`src/rtl/bcsum_pkg.sv`:
```
`default_nettype none

package bcsum_pkg;

  localparam int unsigned ADDR_W = 3;
  localparam int unsigned DATA_W = 32;

  localparam logic [31:0] ALL_ONES = 32'hFFFF_FFFF;

  typedef enum logic [1:0] {
    MODE_ADD     = 2'd0,
    MODE_XOR     = 2'd1,
    MODE_CRC16   = 2'd2,
    MODE_INVALID = 2'd3
  } mode_t;

  typedef enum logic {
    REG_MODE = 1'b0,
    REG_SEED = 1'b1
  } reg_idx_t;

  typedef struct packed {
    mode_t       mode;
    logic [31:0] seed;
  } cfg_t;

  // CRC-16/IBM-3740, MSB first, one byte per call
  function automatic logic [15:0] crc16_byte(input logic [15:0] crc, input logic [7:0] b);
    logic [7:0] t;
    begin
      t = b ^ crc[15:8];
      t = t ^ {4'b0, t[7:4]};
      crc16_byte = {crc[7:0], 8'b0} ^ {t[3:0], 12'b0} ^ {3'b0, t, 5'b0} ^ {8'b0, t};
    end
  endfunction

endpackage

`default_nettype wire

```
`src/rtl/bcsum_regs.sv`:
```
`default_nettype none

module bcsum_regs import bcsum_pkg::*; (
  input  wire logic                clk,
  input  wire logic                rst,
  input  wire logic                psel,
  input  wire logic                penable,
  input  wire logic                pwrite,
  input  wire logic [ADDR_W-1:0]   paddr,
  input  wire logic [DATA_W-1:0]   pwdata,
  output      logic [DATA_W-1:0]   prdata,
  output      logic                pready,
  output      cfg_t                cfg
);

  logic     wr_en;
  reg_idx_t idx;

  assign pready = 1'b1;
  assign wr_en  = psel && penable && pwrite;
  assign idx    = reg_idx_t'(paddr[2]);

  always_ff @(posedge clk) begin
    if (rst) begin
      cfg.mode <= MODE_ADD;
      cfg.seed <= '0;
    end else if (wr_en) begin
      unique case (idx)
        REG_MODE: cfg.mode <= mode_t'(pwdata[1:0]);
        REG_SEED: cfg.seed <= pwdata;
        default: ;
      endcase
    end
  end

  always_comb begin
    unique case (idx)
      REG_MODE: prdata = {30'b0, cfg.mode};
      REG_SEED: prdata = cfg.seed;
      default:  prdata = '0;
    endcase
  end

endmodule

`default_nettype wire

```
`src/rtl/bcsum_core.sv`:
```
`default_nettype none

module bcsum_core import bcsum_pkg::*; (
  input  wire logic        clk,
  input  wire logic        rst,
  input  wire cfg_t        cfg,
  input  wire logic        in_valid,
  output      logic        in_ready,
  input  wire logic [7:0]  data_byte,
  input  wire logic        first_byte,
  input  wire logic        last_byte,
  output      logic        out_valid,
  input  wire logic        out_ready,
  output      logic [31:0] checksum,
  output      logic        invalid
);

  // input register
  logic        s1_valid;
  logic [7:0]  s1_data;
  logic        s1_first;
  logic        s1_last;
  logic        s1_adv;

  logic [31:0] running_value;
  logic [31:0] running_value_next;
  logic [31:0] base;
  logic        bad;

  assign s1_adv   = s1_valid && (!s1_last || !out_valid || out_ready);
  assign in_ready = !s1_valid || s1_adv;

  always_ff @(posedge clk) begin
    if (rst) begin
      s1_valid <= 1'b0;
    end else if (in_ready) begin
      s1_valid <= in_valid;
    end
  end

  always_ff @(posedge clk) begin
    if (in_ready && in_valid) begin
      s1_data  <= data_byte;
      s1_first <= first_byte;
      s1_last  <= last_byte;
    end
  end

  always_comb begin
    base = s1_first ? cfg.seed : running_value;
    case (cfg.mode)
      MODE_ADD:   running_value_next = base + {24'b0, s1_data};
      MODE_XOR:   running_value_next = base ^ {24'b0, s1_data};
      MODE_CRC16: running_value_next = {16'b0, crc16_byte(base[15:0], s1_data)};
      default:    running_value_next = base;
    endcase
  end

  assign bad = (cfg.mode == MODE_INVALID) || (cfg.seed == ALL_ONES);

  always_ff @(posedge clk) begin
    if (rst) begin
      running_value <= '0;
    end else if (s1_adv) begin
      running_value <= running_value_next;
    end
  end

  // result register
  always_ff @(posedge clk) begin
    if (rst) begin
      out_valid <= 1'b0;
    end else if (s1_adv && s1_last) begin
      out_valid <= 1'b1;
    end else if (out_ready) begin
      out_valid <= 1'b0;
    end
  end

  always_ff @(posedge clk) begin
    if (s1_adv && s1_last) begin
      checksum <= bad ? ALL_ONES : running_value_next;
      invalid  <= bad;
    end
  end

endmodule

`default_nettype wire

```
`src/rtl/byte_checksum_add_xor_crc16.sv`:
```
`default_nettype none

// Byte-serial checksum engine: additive sum mod 2^32, XOR, or CRC-16/IBM-3740
// (poly 0x1021, init from seed, no reflection, no final XOR), picked by the
// mode register. first_byte reloads the running value from seed_value before
// the byte is folded in; last_byte makes one result transfer follow, carrying
// the running value, or all-ones with invalid set when mode is 3 or the seed
// is all-ones. The running value persists across messages. One byte is taken
// every cycle while results drain; a byte passes the input register, then is
// folded into the running value; a last byte also loads the result register
// that presents it. A held result stalls the input only once a further last
// byte reaches the input register.
// Registers (APB, 32-bit): 0x0 mode, 0x4 seed_value. Write them only while idle.

module byte_checksum_add_xor_crc16 import bcsum_pkg::*; (
  input  wire logic              clk,
  input  wire logic              rst,
  input  wire logic              psel,
  input  wire logic              penable,
  input  wire logic              pwrite,
  input  wire logic [ADDR_W-1:0] paddr,
  input  wire logic [DATA_W-1:0] pwdata,
  output      logic [DATA_W-1:0] prdata,
  output      logic              pready,
  input  wire logic              in_valid,
  output      logic              in_ready,
  input  wire logic [7:0]        data_byte,
  input  wire logic              first_byte,
  input  wire logic              last_byte,
  output      logic              out_valid,
  input  wire logic              out_ready,
  output      logic [31:0]       checksum,
  output      logic              invalid
);

  cfg_t cfg;

  bcsum_regs u_regs (
    .clk     (clk),
    .rst     (rst),
    .psel    (psel),
    .penable (penable),
    .pwrite  (pwrite),
    .paddr   (paddr),
    .pwdata  (pwdata),
    .prdata  (prdata),
    .pready  (pready),
    .cfg     (cfg)
  );

  bcsum_core u_core (
    .clk        (clk),
    .rst        (rst),
    .cfg        (cfg),
    .in_valid   (in_valid),
    .in_ready   (in_ready),
    .data_byte  (data_byte),
    .first_byte (first_byte),
    .last_byte  (last_byte),
    .out_valid  (out_valid),
    .out_ready  (out_ready),
    .checksum   (checksum),
    .invalid    (invalid)
  );

endmodule

`default_nettype wire
```
`config.mk`:
```
export PLATFORM = sky130hd
export DESIGN_NAME = byte_checksum_add_xor_crc16
export DESIGN_NICKNAME = d
export VERILOG_FILES = /design/src/rtl/bcsum_pkg.sv /design/src/rtl/bcsum_regs.sv /design/src/rtl/bcsum_core.sv /design/src/rtl/byte_checksum_add_xor_crc16.sv
export SDC_FILE = /design/constraint.sdc
export NUM_CORES = 1
export LEC_CHECK = 0
export BUFFER_PORTS_ARGS = -buffer_cell sky130_fd_sc_hd__buf_2
export CORE_MARGIN = 2
export CORE_UTILIZATION = 57
export CTS_CLUSTER_DIAMETER = 60
export DETAILED_ROUTE_END_ITERATION = 8
export PLACE_DENSITY = 0.81
export SLEW_MARGIN = 30
export SYNTH_ARGS = -nofsm -noshare
export SYNTH_HDL_FRONTEND = slang
export SYNTH_SLANG_ARGS = --single-unit
```
`constraint.sdc`:
```
create_clock -name clk -period 4.6 [get_ports clk]
set_input_delay 0.23 -clock clk [delete_from_list [all_inputs] [get_ports clk]]
set_output_delay 0.23 -clock clk [all_outputs]
set_load 0.03 [all_outputs]
```
== Word level (Yosys, flattened, before mapping) ==
Index checks and enable logic that the tools add are counted.

* Register bits after elaboration: 111
* Input port bits: 52
* Output and inout port bits: 68
* Logic and storage cells: 43

* Add/subtract/negate cells: 1
* Equal/unequal tests: 4
* Muxes and demuxes: 5
* Bitwise logic cells: 7
* Reduce and logical (&&, ||, !) cells: 16

{| class="wikitable"
|+ Operators by type and width
! cell !! count
|-
| $pmux W32 S3 || 1
|-
| $pmux W32 S2 || 1
|-
| $add A32 B8 Y32 || 1
|-
| $eq A32 B32 Y1 const B || 1
|-
| $mux W32 || 1
|-
| $xor A32 B8 Y32 || 1
|-
| $xor A16 B13 Y16 || 1
|-
| $xor A16 B16 Y16 || 1
|-
| $xor A16 B8 Y16 || 1
|-
| $xor A8 B4 Y8 || 1
|-
| $xor A8 B8 Y8 || 1
|-
| $logic_and A1 B1 Y1 || 5
|-
| $eq A2 B2 Y1 const B || 2
|-
| $logic_or A1 B1 Y1 || 4
|-
| $reduce_and A2 Y1 || 2
|-
| $logic_not A1 Y1 || 3
|-
| $eq A2 B1 Y1 const B || 1
|-
| $logic_not A2 Y1 || 1
|-
| $mux W1 || 2
|-
| $reduce_bool A2 Y1 || 1
|-
| $not A1 Y1 || 1
|}

== Logic depth before layout (Yosys ltp) ==
* Depth after elaboration: 7
* Depth in mapped cells: 14
* Depth with buffers taken out: 10

== Cells and area by module ==
From an unflattened synthesis, not the netlist that was laid out.

* Cells, all modules: 744
* Area total of the unflattened synthesis: 7003.0 µm²

{| class="wikitable"
|+ By module, submodules not included
! module !! instances !! cells each !! area each (µm²) !! seq. area each (µm²)
|-
| bcsum_core || 1 || 560 || 5220.0 || 1971.9
|-
| bcsum_regs || 1 || 184 || 1783.0 || 680.7
|}

== Worst setup path after synthesis ==
Ideal clock, no wire load.

* Kind: register to register
* Start point: register u_core.s1_first
* End point: register u_core.checksum[15] (data pin)
* Setup time: 255 ps
* Data arrival time: 3152 ps
* Data required time: 4345 ps
* Slack: 1193 ps
* Stages on the path, launching flop included: 14
* Path buffers: 5
* Period minus slack after synthesis: 3407 ps
* Cell sequence: edfxtp_1 -> buf_6 -> buf_4 -> buf_2 -> buf_4 -> mux2i_1 -> inv_1 -> ha_1 -> a21o_1 -> a21oi_1 -> buf_2 -> a211oi_1 -> a21o_1 -> a21bo_2

* Longest elaborated chain between the ends: 7
* Elaborated cells on any way between the ends: 9
* Those cells by class: add/sub (1); mux (2); bitwise (6)

{| class="wikitable"
|+ Ends and longest elaborated chain
! item !! RTL line !! text
|-
| start: declaration || bcsum_core.sv:21 || <nowiki>logic s1_first;</nowiki>
|-
| start signal: assignment || bcsum_core.sv:44 || <nowiki>s1_first <= first_byte;</nowiki>
|-
| $mux W32 * || bcsum_core.sv:50 || <nowiki>base = s1_first ? cfg.seed : running_value;</nowiki>
|-
| branches (longest 5 deep; another with $add A32 B8 Y32) || n/a ||
|-
| $pmux W32 S3 * || bcsum_core.sv:51 || <nowiki>case (cfg.mode)</nowiki>
|-
| end signal: assignment || bcsum_core.sv:82 || <nowiki>checksum <= bad ? ALL_ONES : running_value_next;</nowiki>
|-
| end: declaration || bcsum_core.sv:14 || <nowiki>output logic [31:0] checksum,</nowiki>
|}

Every way passes the cells marked *.
A chain may end at the register's enable or synchronous reset.

== Worst setup path in the final report ==
* Start point: register u_core.s1_first
* End point: register u_core.checksum[11] (data pin)

* Longest elaborated chain between the ends: 6
* Elaborated cells on any way between the ends: 9
* Those cells by class: add/sub (1); mux (2); bitwise (6)

{| class="wikitable"
|+ Ends and longest elaborated chain
! item !! RTL line
|-
| $mux W32 * || bcsum_core.sv:50
|-
| branches (longest 4 deep; another with $add A32 B8 Y32) || n/a
|-
| $pmux W32 S3 * || bcsum_core.sv:51
|}

Marked as above.

==> impl_metrics.env <==
export IMPL_grt_ovfl_total=0
export IMPL_initial_core_util=0.582
export IMPL_synth_fp_nets=809
export IMPL_n_antenna_cell=0
export IMPL_dieWidth_um=112
export IMPL_grt_total_usage=0.320
export IMPL_port_buffer_count=116
export IMPL_yosys_warnings=0
export IMPL_dr_wl_met2_um=8570
export IMPL_avgSynthCellArea_um2=8.85
export IMPL_nFillCells=973
export IMPL_ys_flop_type="dfxtp_1"
export IMPL_finalHoldViolCount=0
export IMPL_grt_pass1_vias=5655
export IMPL_intPower_mw=1.54
export IMPL_grt_pass1_wl_um=31400
export IMPL_num_io_pins=120
export IMPL_synth_area_leaders="dfxtp_1, edfxtp_1, nand2_1"
export IMPL_top_layer="met4"
export IMPL_drc=0
export IMPL_async_flop_share=0
export IMPL_drv_slew=0
export IMPL_cts_setup_buffers=0
export IMPL_core_mm2=0.0114
export IMPL_ys_seq_area_frac=0.401
export IMPL_antenna_found_initial=0
export IMPL_reg2reg_slack_ns=0.57
export IMPL_area_growth_pct=13.6
export IMPL_crit_slowest_cell="a211oi_1"
export IMPL_synth_top_area_frac=0.206
export IMPL_dr_wl_met3_um=2120
export IMPL_drt_initial_drc_count=746
export IMPL_clk_path_buf_depth=2
export IMPL_hold_class="in2reg"
export IMPL_cp_slowest_stage_delay_ns=0.90
export IMPL_clk_pin_slew_worst_paths_ns=0.07
export IMPL_hpwl_um=14400
export IMPL_die_h_um=112
export IMPL_reg2regPathDepth=8
export IMPL_rsz0062_at_grt="false"
export IMPL_drive_gt1_frac=0.205
export IMPL_path_class="reg2reg"
export IMPL_fin_util=0.661
export IMPL_nets=899
export IMPL_fmax_ghz=0.248
export IMPL_wl_per_cell_um=20.3
export IMPL_placed_cells=970
export IMPL_wl_met1_um=8940
export IMPL_drtPass1Iterations=7
export IMPL_finalPower_mw=2.13
export IMPL_cp_top_family="compound AO/OA/AOI/OAI gates"
export IMPL_cts_resized=0
export IMPL_grt_max_degree=53
export IMPL_path_depth=8
export IMPL_dr_total_vias=6277
export IMPL_holdPathStages=1
export IMPL_endpoint_kind="flip-flop"
export IMPL_netSwitchingFraction=0.278
export IMPL_ant_nets=0
export IMPL_gp_congestion=0.961
export IMPL_numCtsBuffers=9
export IMPL_ys_ff_latch=111
export IMPL_synth_top_area_cell="dfxtp_1"
export IMPL_netlist_instances=748
export IMPL_clkPwrFrac=0.343
export IMPL_synthTopCellsByCount="nand2_1, dfxtp_1, a21oi_1, edfxtp_1, nor2_1"
export IMPL_switchingPower_mw=0.591
export IMPL_tightest_slew_ns=0.951
export IMPL_setup_viol=0
export IMPL_postCtsHoldBufs=0
export IMPL_timing_critical_path_buf_inv=0
export IMPL_die_area_mm2=0.0125
export IMPL_vias_per_cell=6.37
export IMPL_fin_crit_ns=4.03
export IMPL_cp_start_kind="flip-flop"
export IMPL_cts_tree="done"
export IMPL_synth_edf_count=43
export IMPL_fin_tns_setup_ns=0
export IMPL_status="finished, final reports clean"
export IMPL_worst_endpoint_arrival_ns=4.11
export IMPL_p_leak_nw=3.01
export IMPL_syn_area_mm2=0.00662
export IMPL_fin_skew_ns=0.0108
export IMPL_crit_top_cell="a21o_1"
export IMPL_num_rows=39
export IMPL_relSlewSlack=0.362
export IMPL_clock_sinks=111
export IMPL_htree_levels=3
export IMPL_yosysMostFrequentCell="nand2_1"
export IMPL_crit_path_max_fanout=14
export IMPL_cts_root_buffer="clkbuf_16"
export IMPL_peakVddDrop_uv=349
export IMPL_power_density_mw_per_mm2=283
export IMPL_clock_latency_ns=0.36
export IMPL_synth_cell_types=76
export IMPL_fin_cells=986
export IMPL_combPwrFrac=0.145
export IMPL_critical_path_cell_chain="mux2_2, ha_1, a21o_1, nand4_1, a21o_1, a211oi_1, a222oi_1, nand2b_1"
export IMPL_fin_crit_sh=0.876
export IMPL_seq_power_share=0.511
export IMPL_cap_viol_max_count=0
export IMPL_wl_um=20000
export IMPL_cp_required_ns=4.68
## placed cells by master (no fill, tap or decap), drive strengths merged, types with 4 or more instances in the layout
cell and count:
a2111oi 8, nand3 38, nand4 16, a211oi 10, or3 6, ha 8
clkbuf 11, nand2 134, and3 4, a31oi 6, nor3 7, edfxtp 43
mux2i 37, o211ai 11, and2 38, a22oi 4, xnor2 25, dfxtp 68
inv 13, clkinv 5, a222oi 4, a21oi 56, nor2 39, o21ai 24
xor2 7, o32ai 5, o22ai 6, nand3b 10, a211o 4, buf 130
a21o 8, mux2 7, nand2b 4
## area by class of cell
| cell class | count | area [um^2] | area share |
|---|---|---|---|
| clock buffer | 11 | 233 | 0.0310 |
| clock inverter | 5 | 33.8 | 0.00450 |
| inverter | 14 | 52.6 | 0.00699 |
| multi-input combinational | 572 | 3670 | 0.489 |
| sequential | 111 | 2650 | 0.353 |
| tap | 143 | 179 | 0.0238 |
| timing repair buffer | 130 | 689 | 0.0917 |
## per-stage QoR
| step | instance area, um^2 | hold slack [ns] | worst slack, ns |
|---|---|---|---|
| 2_1_floorplan | 6620 | 0.329 | 1.19 |
| 3_3_place_gp | 7220 | 0.406 | 0.805 |
| 3_5_place_dp | 7240 | 0.408 | 0.789 |
| 4_1_cts | 7510 | 0.0415 | 0.769 |
| 5_1_grt | 7510 | 0.0404 | 0.469 |
| 6_report | 7510 | 0.0434 | 0.572 |
## logic make-up (layout without fill, tap and decap cells)
group           Yosys count  in the layout  share of synthesized area
other cells               1              1                   0.000567
buf+inv                  65            160                     0.0465
mux                      45             45                     0.0719
flops                   111            111                      0.401
simple gates            314            314                      0.236
compound gates          171            171                      0.183
fa+ha+maj                 9              9                     0.0182
xor+xnor                 32             32                     0.0424
## flip-flops by register name, indices dropped and copies added, names as in the netlist
| register | flops |
|---|---|
| u_core.checksum | 32 |
| u_core.s1_data | 8 |
| u_regs.cfg | 34 |
| u_core.s1_valid | 1 |
| u_core.invalid | 1 |
| u_core.s1_last | 1 |
| u_core.s1_first | 1 |
| u_core.out_valid | 1 |
| u_core.running_value | 32 |
## metal layers
| layer | vias up | track usage |
|---|---|---|
| li1 | 2913 | - |
| met1 | 2978 | 0.489 |
| met2 | 352 | 0.455 |
| met3 | 34 | 0.0631 |
| met4 | 0 | 0.103 |
| met5 | - | 0 |
## final timing paths
kind                                 start                        to
setup / recovery           u_core.s1_first       u_core.checksum[11]
setup reg to reg           u_core.s1_first       u_core.checksum[11]
hold / removal                data_byte[4]         u_core.s1_data[4]
hold reg to reg   u_core.running_value[14]  u_core.running_value[14]
## power by group through the flow
stage / combinational, mW / sequential (mW) / clock (mW)
global placement: 0.296 / 1.11 / 0
global route: 0.332 / 1.09 / 0.772
detailed placement: 0.302 / 1.11 / 0
finish: 0.309 / 1.09 / 0.730
CTS: 0.303 / 1.09 / 0.733
floorplan: 0.202 / 1.12 / 0
Note: power is estimated with default switching activity, not from simulation.
